$ cat src/lac_pkg.sv
`timescale 1ns / 1ps

package lac_pkg;

    localparam int SHIFT_W = 12;
    localparam int LEVEL_W = 8;
    localparam int VALUE_W = 8;
    localparam int MODE_W  = 2;
    localparam int CFG_IDX_W  = 2;
    localparam int CFG_DATA_W = 12;

    // Item kinds carried on s_tuser
    localparam logic [MODE_W-1:0] MODE_CLOCK      = 2'd0;
    localparam logic [MODE_W-1:0] MODE_LOAD_LOW   = 2'd1;
    localparam logic [MODE_W-1:0] MODE_LOAD_HIGH  = 2'd2;
    localparam logic [MODE_W-1:0] MODE_LOAD_LEVEL = 2'd3;

    // Configuration register indexes
    localparam logic [CFG_IDX_W-1:0] REG_TAP_MASK  = 2'd0;
    localparam logic [CFG_IDX_W-1:0] REG_VOLUME    = 2'd1;
    localparam logic [CFG_IDX_W-1:0] REG_INTEGRATE = 2'd2;

    // Previous feedback bit: 0, 1, or not yet seen since reset
    localparam logic [1:0] LAST_UNKNOWN = 2'd3;

    localparam logic signed [LEVEL_W-1:0] LEVEL_MAX = 8'sd127;
    localparam logic signed [LEVEL_W-1:0] LEVEL_MIN = -8'sd128;

    typedef struct packed {
        logic [SHIFT_W-1:0]        tap_mask;
        logic signed [LEVEL_W-1:0] volume;
        logic                      integrate;
    } lac_cfg_t;

    typedef struct packed {
        logic [SHIFT_W-1:0]        shift;
        logic signed [LEVEL_W-1:0] level;
        logic [1:0]                last_bit;
    } lac_state_t;

endpackage

$ cat src/lac_cfg.sv
`timescale 1ns / 1ps

module lac_cfg (
    input  logic                          clk,
    input  logic                          rst_n,
    input  logic                          cfg_we,
    input  logic [lac_pkg::CFG_IDX_W-1:0]  cfg_index,
    input  logic [lac_pkg::CFG_DATA_W-1:0] cfg_data,
    output lac_pkg::lac_cfg_t             cfg
);
    import lac_pkg::*;

    lac_cfg_t cfg_reg;

    // Register writes; unknown indexes fall through
    always_ff @(posedge clk or negedge rst_n)
    begin
        if (!rst_n)
        begin
            cfg_reg <= '0;
        end
        else if (cfg_we)
        begin
            case (cfg_index)
                REG_TAP_MASK:  cfg_reg.tap_mask  <= cfg_data[SHIFT_W-1:0];
                REG_VOLUME:    cfg_reg.volume    <= cfg_data[LEVEL_W-1:0];
                REG_INTEGRATE: cfg_reg.integrate <= cfg_data[0];
                default:       cfg_reg           <= cfg_reg;
            endcase
        end
    end

    assign cfg = cfg_reg;

endmodule

$ cat src/lac_step.sv
`timescale 1ns / 1ps

module lac_step (
    input  lac_pkg::lac_cfg_t             cfg,
    input  lac_pkg::lac_state_t           cur,
    input  logic [lac_pkg::MODE_W-1:0]    mode,
    input  logic [lac_pkg::VALUE_W-1:0]   value,
    output lac_pkg::lac_state_t           nxt,
    output logic                          new_bit
);
    import lac_pkg::*;

    logic                        fb_bit;
    logic signed [LEVEL_W-1:0]   lvl;
    logic signed [LEVEL_W:0]     sum;
    logic signed [LEVEL_W-1:0]   sat;
    logic                        changed;

    // Feedback: XNOR of tapped bits, level is volume or its inverse
    assign fb_bit  = ~(^(cfg.tap_mask & cur.shift));
    assign lvl     = fb_bit ? ~cfg.volume : cfg.volume;
    assign sum     = {cur.level[LEVEL_W-1], cur.level} + {lvl[LEVEL_W-1], lvl};
    assign changed = ({1'b0, fb_bit} != cur.last_bit);

    // Saturate the 9-bit sum to the signed byte range
    always_comb
    begin
        if (sum > $signed({LEVEL_MAX[LEVEL_W-1], LEVEL_MAX}))
            sat = LEVEL_MAX;
        else if (sum < $signed({LEVEL_MIN[LEVEL_W-1], LEVEL_MIN}))
            sat = LEVEL_MIN;
        else
            sat = sum[LEVEL_W-1:0];
    end

    // Next state per item kind
    always_comb
    begin
        nxt     = cur;
        new_bit = 1'b0;
        case (mode)
            MODE_CLOCK:
            begin
                new_bit   = fb_bit;
                nxt.shift = {cur.shift[SHIFT_W-2:0], fb_bit};
                if (cfg.integrate)
                    nxt.level = sat;
                else if (changed)
                    nxt.level = lvl;
                if (changed)
                    nxt.last_bit = {1'b0, fb_bit};
            end
            MODE_LOAD_LOW:
                nxt.shift = {cur.shift[SHIFT_W-1:VALUE_W], value};
            MODE_LOAD_HIGH:
                nxt.shift = {value[VALUE_W-1:4], cur.shift[VALUE_W-1:0]};
            MODE_LOAD_LEVEL:
                nxt.level = value;
            default:
                nxt = cur;
        endcase
    end

endmodule

$ cat src/lfsr_audio_channel.sv
`timescale 1ns / 1ps

// Channel   Dir  Fields (low bit up)
// s_*       in   tuser: mode[1:0]; tdata: value[7:0]
// m_*       out  tdata: sample[7:0], shift_state[19:8], new_bit[20]
// cfg_*     in   index 0 tap_mask, 1 volume, 2 integrate_enable
//
// One beat per cycle sustained while m_tready stays high; an accepted beat passes the input
// register, then the LFSR step and saturating add into the output register.
// Reset clears shift register, output level and configuration; the previous
// bit reads as unknown. An output stall holds one beat in each register, then
// s_tready drops.

module lfsr_audio_channel (
    input  logic        clk,
    input  logic        rst_n,
    input  logic        s_tvalid,
    output logic        s_tready,
    input  logic [7:0]  s_tdata,   // value[7:0]
    input  logic [1:0]  s_tuser,   // mode[1:0]
    output logic        m_tvalid,
    input  logic        m_tready,
    output logic [23:0] m_tdata,   // sample[7:0], shift_state[19:8], new_bit[20], zero fill
    input  logic        cfg_we,
    input  logic [1:0]  cfg_index,
    input  logic [11:0] cfg_data
);
    import lac_pkg::*;

    lac_cfg_t              cfg;
    lac_state_t            state_reg;
    lac_state_t            state_next;
    logic                  step_bit;

    logic                  in_valid_reg;
    logic [MODE_W-1:0]     in_mode_reg;
    logic [VALUE_W-1:0]    in_value_reg;

    logic                  out_valid_reg;
    logic [LEVEL_W-1:0]    out_sample_reg;
    logic [SHIFT_W-1:0]    out_shift_reg;
    logic                  out_bit_reg;

    logic                  advance;

    lac_cfg u_cfg (
        .clk       (clk),
        .rst_n     (rst_n),
        .cfg_we    (cfg_we),
        .cfg_index (cfg_index),
        .cfg_data  (cfg_data),
        .cfg       (cfg)
    );

    lac_step u_step (
        .cfg     (cfg),
        .cur     (state_reg),
        .mode    (in_mode_reg),
        .value   (in_value_reg),
        .nxt     (state_next),
        .new_bit (step_bit)
    );

    // Item moves to the output register when that register is free or draining
    assign advance  = in_valid_reg && (!out_valid_reg || m_tready);
    assign s_tready = !in_valid_reg || advance;

    // Input register
    always_ff @(posedge clk or negedge rst_n)
    begin
        if (!rst_n)
            in_valid_reg <= 1'b0;
        else if (s_tready)
            in_valid_reg <= s_tvalid;
    end

    always_ff @(posedge clk)
    begin
        if (s_tvalid && s_tready)
        begin
            in_mode_reg  <= s_tuser;
            in_value_reg <= s_tdata;
        end
    end

    // Channel state, updated as each item is processed
    always_ff @(posedge clk or negedge rst_n)
    begin
        if (!rst_n)
        begin
            state_reg.shift    <= '0;
            state_reg.level    <= '0;
            state_reg.last_bit <= LAST_UNKNOWN;
        end
        else if (advance)
        begin
            state_reg <= state_next;
        end
    end

    // Output register
    always_ff @(posedge clk or negedge rst_n)
    begin
        if (!rst_n)
            out_valid_reg <= 1'b0;
        else if (advance)
            out_valid_reg <= 1'b1;
        else if (m_tready)
            out_valid_reg <= 1'b0;
    end

    always_ff @(posedge clk)
    begin
        if (advance)
        begin
            out_sample_reg <= state_next.level;
            out_shift_reg  <= state_next.shift;
            out_bit_reg    <= step_bit;
        end
    end

    assign m_tvalid = out_valid_reg;
    assign m_tdata  = {3'b000, out_bit_reg, out_shift_reg, out_sample_reg};

endmodule

$ cat config.mk
export PLATFORM = sky130hd
export DESIGN_NAME = lfsr_audio_channel
export DESIGN_NICKNAME = d
export VERILOG_FILES = /design/src/lac_pkg.sv /design/src/lac_cfg.sv /design/src/lac_step.sv /design/src/lfsr_audio_channel.sv
export SDC_FILE = /design/constraint.sdc
export NUM_CORES = 1
export LEC_CHECK = 0
export ABC_AREA = 1
export BUFFER_PORTS_ARGS = -buffer_cell sky130_fd_sc_hd__buf_4
export CAP_MARGIN = 5
export CORE_UTILIZATION = 55
export DETAILED_ROUTE_END_ITERATION = 8
export GPL_TIMING_DRIVEN = 1
export MAX_ROUTING_LAYER = met4
export PLACE_DENSITY_LB_ADDON = 0.15
export SLEW_MARGIN = 20
export SYNTH_ARGS = -nofsm -noshare
export SYNTH_HDL_FRONTEND = slang
export SYNTH_HIERARCHICAL = 1
export SYNTH_SLANG_ARGS = --single-unit
$ cat constraint.sdc
create_clock -name clk -period 7.7 [get_ports clk]
set_input_delay 1.54 -clock clk [delete_from_list [all_inputs] [get_ports clk]]
set_output_delay 1.54 -clock clk [all_outputs]
set_load 0.02 [all_outputs]
==> metrics.yaml <==
cts:
  clock_path_buffers: 2
  cts_made_buffers: 9
  cts.sinks: 76
  cts_hold_buf: 0
  clockRootBuffer: "clkbuf_8"
  clk_latency_ps: 350
  cts_repair_resize_count: 0
  cts_setup_buffers: 0
  cts_tree: "built"
  clk_pin_slew_ps: 80
  cts.htree.levels: 3
detailed_routing:
  dr.pass1.iters: 5
  vias_per_cell: 5.39
  postRouteAntennaNets: 0
  routedWlPerCell_um: 14.3
  drc: 0
  first_iter_violations: 259
  vias: 3716
  wirelength_mm: 9.83
placement:
  dp.final_hpwl_mm: 7.20
  dp_cells: 674
  place_congestion: 0.955
  port_buffers: 51
die:
  chipWidth_um: 91.2
  die_h_um: 91.2
  dieArea_um2: 8320
  fp.coreArea_um2: 7730
  initial_core_util: 0.567
  ioPinCount: 55
  num_rows: 32
yosys:
  synth.most_common_cell: "nand2_1"
  synth_edf_count: 31
  ys_top_cells_by_count: "nand2_1, nand3_1, inv_1, dfrtp_1, edfxtp_1"
  synthTopCellsByArea: "dfrtp_1, edfxtp_1, nand2_1, nand3_1, ha_1"
  avgSynthCellArea_um2: 8.12
  synthDistinctLibCells: 37
  yosys.area.top_type: "dfrtp_1"
  synth_seq_area_share: 0.470
  synth_warnings: 6
  ys_seq_elements: 76
  synth_top_area_frac: 0.246
  async_flop_share: 0.592
  synthCells: 539
  ys_dominant_reg_cell: "dfrtp_1"
  synthesis.area_um2: 4380
layout:
  area.growth.synth_to_final_pct: 13.9
  largest_register_ffs: 22
  layout-drive-gt1-share: 0.177
  diodes: 0
  fin_cells: 690
  nets: 627
critical_path:
  crit_path_max_fanout: 3
  start_kind: "primary input"
  critPathArrivalTime_ps: 2070
  critPathCaptureType: "output port"
  path_class: "primary input to output port"
  worst-endpoint-required_ps: 6160
worst_hold_path:
  hp-class: "register to register"
sta:
  tightest_slew_ps: 838
  slew-limit-headroom: 0.441
  finalHoldViolations: 0
  setup_viol: 0
  period_needed_ps: 3610
  rsz0062_at_grt: "false"
  max_freq_ghz: 0.277
  finalMaxSlewViolations: 0
  clock_skew_ps: 8.90
  fin_tns_setup_ps: 0
  fin_crit_sh: 0.468
grt:
  antenna_found_initial: 0
  grt_pass1_wl_mm: 16.2
  grtUsageTotal: 0.259
  grt_max_degree: 46
  grt_pass1_vias: 3331
  grt.overflow.total: 0
power_and_ir_drop:
  leakagePower_uw: 0.00254
  vdd_ir_drop_max_mv: 0.190
  power_density_nw_per_um2: 372
flow_run:
  maxCapViolCount: 0
status:
  run_status: "finished clean"
==> power by group <==
part	internal, uW	leakage [uW]	switching (uW)
sequential	526	0.000868	86.6
clock	160	0.0000980	150
combinational	344	0.00157	590
==> critical path, stage by stage <==
cell and delay, ps:
buf_4 110, inv_1 70, nand3_1 120, buf_4 230
==> cell families (layout without fill, tap and decap cells) <==
group	count (synthesis)	after routing	share of synthesized area
xor gates and xnor gates	7	7	0.0157
AOI/OAI and AO/OA	58	58	0.0791
buffers and inverters	73	120	0.0714
DFF	76	76	0.470
adders and majority gates	15	15	0.0446
other	1	3	0.000856
and+or+nand+nor	309	309	0.318
==> layer usage <==
metal  up-vias  global-route usage  share of wire
met1      1679               0.351           0.48
met4         0              0.0926          0.017
li1       1858                   -              -
met5         -                   -              0
met2       161               0.394           0.44
met3        18              0.0436          0.062
==> cell usage in the layout (no fill, tap or decap), types with 2 or more instances in the layout <==
| cell | netlist | final |
|---|---|---|
| inv_6 | 0 | 2 |
| nor2_1 | 12 | 12 |
| clkbuf_8 | 0 | 10 |
| nand4_1 | 18 | 18 |
| conb_1 | 1 | 3 |
| buf_4 | 7 | 51 |
| a21oi_2 | 8 | 8 |
| ha_1 | 14 | 14 |
| inv_2 | 5 | 5 |
| nand3_1 | 50 | 50 |
| xnor2_1 | 2 | 2 |
| inv_1 | 45 | 45 |
| nand3_4 | 2 | 2 |
| clkinv_1 | 2 | 3 |
| a21o_1 | 2 | 2 |
| nand2_4 | 4 | 4 |
| nand2_2 | 8 | 8 |
| dfstp_2 | 2 | 2 |
| o21ai_0 | 15 | 15 |
| xor2_1 | 4 | 4 |
| nand2_1 | 207 | 207 |
| edfxtp_1 | 31 | 31 |
| nand3_2 | 4 | 4 |
| dfrtp_1 | 43 | 43 |
| o22ai_1 | 8 | 8 |
| a21oi_1 | 22 | 22 |
==> layout make-up <==
cell class / count / area, um^2
fill: 634 / 2740
sequential: 76 / 2060
multi-input combinational: 392 / 2010
timing repair buffer: 51 / 383
inverter: 53 / 201
clock buffer: 11 / 141
tap: 102 / 128
clock inverter: 5 / 58.8
==> final timing paths <==
check,from,slack (ps),to,cells after the start
setup / recovery,m_tready,4090,s_tready,4
hold / removal,state_reg[1]$_DFFE_PN1P_,470,state_reg[1]$_DFFE_PN1P_,2
setup reg to reg,state_reg[12]$_DFFE_PN0P_,4110,state_reg[6]$_DFFE_PN0P_,26
hold reg to reg,state_reg[1]$_DFFE_PN1P_,470,state_reg[1]$_DFFE_PN1P_,2
max in group asynchronous,rst_n,6120,u_cfg/cfg[6]$_DFFE_PN0P_,1
min in group asynchronous,rst_n,1170,state_reg[3]$_DFFE_PN0P_,1
==> stage by stage <==
stage	power [uW]	worst slack [ps]	hold WS [ps]	util	area, um^2
after floorplan	1320	4350	442	-	4390
after detailed placement	1540	4100	459	0.619	4790
after global routing	2000	3770	485	0.645	4990
after CTS	1850	4100	471	0.645	4990
after global placement	1520	4130	453	0.619	4790
final	1860	4090	472	0.645	4990
No activity file was read; power rests on OpenSTA's default activity.
